**src/design/bilinear_layer_engine_macros.svh**
```systemverilog
// Assertion macros for the bilinear layer engine.
// ASSERT_OFF removes every check at once.
`ifndef BILINEAR_LAYER_ENGINE_MACROS_SVH
`define BILINEAR_LAYER_ENGINE_MACROS_SVH
`ifndef ASSERT_OFF
// Implication in the same cycle.
`define BLE_ASSERT_IMP(label, clk, rst, ante, cons, msg) \
  label: assert property (@(posedge clk) disable iff (rst) (ante) |-> (cons)) \
    else $error(msg);
// Implication in the next cycle.
`define BLE_ASSERT_NXT(label, clk, rst, ante, cons, msg) \
  label: assert property (@(posedge clk) disable iff (rst) (ante) |=> (cons)) \
    else $error(msg);
`else
`define BLE_ASSERT_IMP(label, clk, rst, ante, cons, msg)
`define BLE_ASSERT_NXT(label, clk, rst, ante, cons, msg)
`endif
`endif

```
**src/design/ble_pkg.sv**
```systemverilog
package ble_pkg;

  localparam int INDEX_W     = 12;
  localparam int IN_VALUE_W  = 16;
  localparam int COUNT_W     = 5;
  localparam int RESULT_W    = 16;
  localparam int FEATURE_W   = 4;
  localparam int CFG_INDEX_W = 2;
  localparam int S_DATA_W    = 32;
  localparam int M_DATA_W    = 24;
  localparam int ACC_W       = 64;
  localparam int COUNT_CMP_W = 9;

  localparam logic [COUNT_W-1:0] COUNT_RESET = 5'd16;

  typedef enum logic [2:0] {
    MODE_LOAD_WEIGHT = 3'd0,
    MODE_LOAD_BIAS   = 3'd1,
    MODE_LOAD_ONE    = 3'd2,
    MODE_LOAD_TWO    = 3'd3,
    MODE_COMPUTE     = 3'd4
  } mode_t;

  typedef enum logic [CFG_INDEX_W-1:0] {
    REG_IN_ONE = 2'd0,
    REG_IN_TWO = 2'd1,
    REG_OUT    = 2'd2
  } cfg_reg_t;

  // Store write strobes, one per store.
  typedef struct packed {
    logic wr_weight;
    logic wr_bias;
    logic wr_one;
    logic wr_two;
  } wr_cmd_t;

  // One multiply-accumulate step issued to the datapath.
  typedef struct packed {
    logic issue;
    logic first;
    logic last_mac;
    logic last_feat;
  } mac_cmd_t;

  // Last loop index for a count register: zero counts as one, clip at max.
  function automatic logic [COUNT_CMP_W-1:0] count_last(
    input logic [COUNT_W-1:0] count,
    input int                 max_count
  );
    logic [COUNT_CMP_W-1:0] wide;
    logic [COUNT_CMP_W-1:0] lim;
    wide = COUNT_CMP_W'(count);
    lim  = COUNT_CMP_W'(max_count);
    if (count == '0) begin
      return '0;
    end else if (wide > lim) begin
      return lim - COUNT_CMP_W'(1);
    end
    return wide - COUNT_CMP_W'(1);
  endfunction

endpackage

```
**src/design/ble_ctrl.sv**
```systemverilog
module ble_ctrl import ble_pkg::*; #(
  parameter int MAX_IN_ONE = 16,
  parameter int MAX_IN_TWO = 16,
  parameter int MAX_OUT    = 16
) (
  input  logic                   clk,
  input  logic                   rst,
  input  logic                   s_tvalid,
  output logic                   s_tready,
  input  logic [2:0]             s_tuser,
  input  logic                   cfg_valid,
  output logic                   cfg_ready,
  input  logic [CFG_INDEX_W-1:0] cfg_index,
  input  logic [COUNT_W-1:0]     cfg_data,
  output wr_cmd_t                wr,
  output mac_cmd_t               mac,
  output logic [((MAX_IN_ONE > 1) ? $clog2(MAX_IN_ONE) : 1)-1:0] rd_one,
  output logic [((MAX_IN_TWO > 1) ? $clog2(MAX_IN_TWO) : 1)-1:0] rd_two,
  output logic [((MAX_OUT > 1) ? $clog2(MAX_OUT) : 1)-1:0]       rd_feat,
  output logic [((MAX_OUT * MAX_IN_ONE * MAX_IN_TWO > 1) ?
                 $clog2(MAX_OUT * MAX_IN_ONE * MAX_IN_TWO) : 1)-1:0] rd_weight,
  input  logic                   advance
);

  localparam int CW1 = (MAX_IN_ONE > 1) ? $clog2(MAX_IN_ONE) : 1;
  localparam int CW2 = (MAX_IN_TWO > 1) ? $clog2(MAX_IN_TWO) : 1;
  localparam int KW  = (MAX_OUT > 1) ? $clog2(MAX_OUT) : 1;
  localparam int WEIGHT_DEPTH = MAX_OUT * MAX_IN_ONE * MAX_IN_TWO;
  localparam int CA  = (WEIGHT_DEPTH > 1) ? $clog2(WEIGHT_DEPTH) : 1;

  typedef enum logic [1:0] {
    ST_IDLE = 2'b01,
    ST_RUN  = 2'b10
  } state_t;

  state_t             state;
  logic [COUNT_W-1:0] cnt_one, cnt_two, cnt_out;
  logic [CW1-1:0]     i_cnt;
  logic [CW2-1:0]     j_cnt;
  logic [KW-1:0]      k_cnt;
  logic [CA-1:0]      a_cnt;

  logic [COUNT_CMP_W-1:0] one_last, two_last, out_last;
  logic                   accept, start;
  logic                   last_i, last_j, last_k;

  assign cfg_ready = 1'b1;
  assign s_tready  = (state == ST_IDLE);
  assign accept    = s_tvalid && s_tready;
  assign start     = accept && (s_tuser == MODE_COMPUTE);

  assign one_last = count_last(cnt_one, MAX_IN_ONE);
  assign two_last = count_last(cnt_two, MAX_IN_TWO);
  assign out_last = count_last(cnt_out, MAX_OUT);

  assign last_i = (i_cnt == one_last[CW1-1:0]);
  assign last_j = (j_cnt == two_last[CW2-1:0]);
  assign last_k = (k_cnt == out_last[KW-1:0]);

  always_comb begin
    wr = '0;
    if (accept) begin
      unique case (s_tuser)
        MODE_LOAD_WEIGHT: wr.wr_weight = 1'b1;
        MODE_LOAD_BIAS:   wr.wr_bias   = 1'b1;
        MODE_LOAD_ONE:    wr.wr_one    = 1'b1;
        MODE_LOAD_TWO:    wr.wr_two    = 1'b1;
        default:          wr = '0;
      endcase
    end
  end

  always_comb begin
    mac.issue     = (state == ST_RUN);
    mac.first     = (i_cnt == '0) && (j_cnt == '0);
    mac.last_mac  = last_i && last_j;
    mac.last_feat = last_k;
  end

  assign rd_one    = i_cnt;
  assign rd_two    = j_cnt;
  assign rd_feat   = k_cnt;
  assign rd_weight = a_cnt;

  always_ff @(posedge clk) begin
    if (rst) begin
      cnt_one <= COUNT_RESET;
      cnt_two <= COUNT_RESET;
      cnt_out <= COUNT_RESET;
    end else if (cfg_valid && cfg_ready) begin
      unique case (cfg_index)
        REG_IN_ONE: cnt_one <= cfg_data;
        REG_IN_TWO: cnt_two <= cfg_data;
        REG_OUT:    cnt_out <= cfg_data;
        default:    ;
      endcase
    end
  end

  always_ff @(posedge clk) begin
    if (rst) begin
      state <= ST_IDLE;
      i_cnt <= '0;
      j_cnt <= '0;
      k_cnt <= '0;
      a_cnt <= '0;
    end else begin
      unique case (state)
        ST_IDLE: begin
          if (start) begin
            state <= ST_RUN;
            i_cnt <= '0;
            j_cnt <= '0;
            k_cnt <= '0;
            a_cnt <= '0;
          end
        end
        ST_RUN: begin
          // Walk j fastest, then i, then feature k; the weight address follows.
          if (advance) begin
            a_cnt <= a_cnt + CA'(1);
            if (last_j) begin
              j_cnt <= '0;
              if (last_i) begin
                i_cnt <= '0;
                if (last_k) begin
                  state <= ST_IDLE;
                end else begin
                  k_cnt <= k_cnt + KW'(1);
                end
              end else begin
                i_cnt <= i_cnt + CW1'(1);
              end
            end else begin
              j_cnt <= j_cnt + CW2'(1);
            end
          end
        end
        default: state <= ST_IDLE;
      endcase
    end
  end

endmodule

```
**config.mk**
```make
export PLATFORM = sky130hd
export DESIGN_NAME = ble_ctrl
export DESIGN_NICKNAME = d
export VERILOG_FILES = /design/src/design/bilinear_layer_engine_macros.svh /design/src/design/ble_pkg.sv /design/src/design/ble_ctrl.sv
export SDC_FILE = /design/constraint.sdc
export NUM_CORES = 1
export LEC_CHECK = 0
export ABC_AREA = 1
export BUFFER_PORTS_ARGS = -buffer_cell sky130_fd_sc_hd__buf_2
export CORE_AREA = 2 2 84 86
export DETAILED_ROUTE_END_ITERATION = 10
export DIE_AREA = 0 0 86 88
export RECOVER_POWER = 100
export SLEW_MARGIN = 10
export SYNTH_ARGS = -nofsm -noshare
export SYNTH_HDL_FRONTEND = slang
export SYNTH_SLANG_ARGS = --single-unit
```
**constraint.sdc**
```tcl
create_clock -name clk -period 3.95 [get_ports clk]
set_input_delay 0.1975 -clock clk [delete_from_list [all_inputs] [get_ports clk]]
set_output_delay 0.1975 -clock clk [all_outputs]
set_load 0.05 [all_outputs]
```
==> flow_summary.ini <==
[run_status]
status = completed

[routing]
viasPerCell = 4.74
drc = 0
drt_first_pass_iters = 4
wirelength_um = 5600
wl_per_cell_um = 11.0
num_vias = 2412
drtAntennaViolNets = 0
drt_iter0_drc = 105

[yosys]
yosys_warnings = 0
synth_flop_cell = dfxtp_1
yosysMostFrequentCell = nand2_1
ys_types = 36
synthArstFlopShare_pct = 0
syn-num-nets = 410
ys_seq_area_share_pct = 31.8
synthCells = 380
synth_edf_count = 0
yosysTopAreaCellShare_pct = 31.8
yosys_register_bits = 41
synthTopCellsByCount = nand2_1, inv_1, dfxtp_1
avgSynthCellArea_sq_um = 6.80
synth_area_sq_um = 2580
yosys.area.top_type = dfxtp_1
yosys-top-cells-area = dfxtp_1, nand2_1, inv_1, ha_1, a21oi_1

[clock_network]
cts.path.max_buffers = 2
cts.sinks = 41
cts_setup_buffers = 0
ctsHoldBuffers = 0
cts-root-buf = clkbuf_8
cts_tree = built
cts_max_level = 2
numCtsBuffers = 5
clk_pin_slew_worst_paths_ns = 0.08
clk_latency_ns = 0.30
cts_resized = 0

[critical_path]
worstPathArrival_ns = 2.76
cp-end-kind = primary output
rrSetupSlack_ns = 1.44
required_ns = 3.75
ff2ff_path_depth = 16
r2r-start = cnt_one[0]$_SDFFE_PP0P_
critPathMaxFanout = 7
r2r_end = rd_one[1]$_SDFFE_PP0P_
path_class = reg -> out
cp-start-kind = flop

[floorplanning]
die-area_sq_um = 7570
ios = 49
die_x_um = 86
num_rows = 30
initial_core_util_pct = 38.9
dieHeight_um = 88
core_sq_um = 6640

[sta]
drv_slew = 0
tightest_slew_ns = 0.601
finalCritPeriodShare_pct = 74.9
finalSetupViolations = 0
grt_setup_unrepaired = false
hold_viol = 0
min_period_ns = 2.96
finClkSkew_ns = 0.00661
tns_ns = 0
fmax_mhz = 338
whs_ns = 0.156
slew_headroom_pct = 60.1

[finish]
drive_above_1_share_pct = 9.32
seq_area_sq_um = 821
nFillCells = 717
area_growth_pct = 11.5
fin_util_pct = 43.4
nets = 459
final_area_sq_um = 2880
antenna_cells = 0
multi_input_area_sq_um = 1440

[power]
powerDensity_nw_per_um2 = 504
p_total_uw = 1450
ir_drop_mv = 0.273
leakage_uw = 0.00139

[hold_path]
hold_path_depth = 3
hold_path_end = cnt_one[4]$_SDFFE_PP1P_
hp-start = cfg_data[4]
hp-class = in -> reg

[place]
dp_hpwl_um = 4360
place_congestion = 0.762
io_buffers = 47
placed_area_sq_um = 2890

[global_routing]
grt_first_pass_wirelength_um = 9300
grt_pass1_vias = 2135
grt_max_degree = 22
antenna_found_initial = 0
grt_use_total_pct = 15.2
grt.overflow.total = 0

[job]
cap_viol_max_count = 0
==> worst max-delay path: stages (launching register included) <==
cell,delay [ns]
dfxtp_1,0.33
inv_1,0.09
ha_1,0.21
nand2_1,0.06
nor2_1,0.04
ha_1,0.34
inv_1,0.06
nand2_1,0.16
nand2_1,0.09
xor2_1,0.14
nand2_1,0.06
inv_1,0.05
nand2_1,0.04
nor2_1,0.16
nand2_1,0.12
inv_1,0.07
clkbuf_1,0.45
==> placed cells by master, fill, tap and decap left out <==
cell type / count
clkinvlp_2: 1
nand3b_1: 3
nand2_1: 101
clkinv_1: 1
a211oi_1: 1
bufinv_16: 1
xor2_1: 6
nor4_1: 3
inv_2: 4
inv_1: 54
nand3_2: 3
clkbuf_8: 5
o211ai_1: 3
o21ai_2: 1
a21oi_1: 25
a22oi_1: 1
o21ai_1: 2
o21ai_0: 21
nand3_1: 26
nor3_2: 1
buf_2: 13
nand4_1: 5
nand2_2: 3
ha_1: 15
nand2_4: 2
nor2_2: 3
o21ai_4: 1
clkinv_2: 1
o21bai_1: 1
xnor2_1: 1
conb_1: 1
nor3b_1: 1
dfxtp_1: 41
and3_1: 2
nor2_4: 1
nor3_1: 6
clkbuf_1: 34
nor2_1: 35
==> power breakdown <==
group	internal [uW]	leakage [uW]	switching [uW]
logic	158	0.00100	459
registers	455	0.000333	47.5
clock network	184	0.0000540	148
total	797	0.00139	655
==> through the flow <==
stage          instances  worst slack (ns)
2_1_floorplan        380              1.43
4_1_cts              509              1.26
3_3_place_gp         502              1.65
5_1_grt              509             0.755
6_report             509             0.992
3_5_place_dp         502              1.61
==> cell type report <==
type                       instances  share of cell area [%]
clock buffer                       5                    2.39
clock inverter                     2                    1.22
inverter                          60                    7.86
multi-input combinational        274                    49.9
sequential                        41                    28.5
tap                               80                    3.47
timing repair buffer              47                    6.69
==> flip-flops by register name, indices dropped and copies added, names as in the netlist <==
signal,flops
cnt_one,5
cnt_out,5
cnt_two,5
rd_feat,4
rd_one,4
rd_two,4
rd_weight,12
state,2
==> worst max-delay path by stage <==
stage / start / end / slack [ns] / depth (start not counted)
2_1_floorplan: state[1]$_SDFFE_PP0P_ / wr[0] / 1.43 / 3
3_3_place_gp: cnt_one[0]$_SDFFE_PP0P_ / mac[1] / 1.65 / 16
3_5_place_dp: cnt_one[0]$_SDFFE_PP0P_ / mac[1] / 1.61 / 16
4_1_cts: cnt_one[0]$_SDFFE_PP0P_ / mac[1] / 1.26 / 16
5_1_grt: cnt_one[0]$_SDFFE_PP0P_ / mac[1] / 0.75 / 16
6_report: cnt_one[0]$_SDFFE_PP0P_ / mac[1] / 0.99 / 16
==> metal layers <==
| metal | share of wire [%] | vias up | global-route usage [%] |
|---|---|---|---|
| li1 | - | 1308 | - |
| met1 | 50 | 1059 | 19.9 |
| met2 | 44 | 38 | 24.5 |
| met3 | 4.1 | 7 | 3.39 |
| met4 | 1.6 | 0 | 5.77 |
| met5 | 0 | - | 0 |
==> kinds of logic after synthesis <==
logic type	after synthesis	synth area share, %
buffers and inverters	65	9.98
other	1	0.145
adders and majority gates	15	7.26
and+or+nand+nor	195	36.5
DFF	41	31.8
xor gates and xnor gates	7	2.37
AOI/OAI and AO/OA	56	12.0
(Power assumes the default switching activity.)
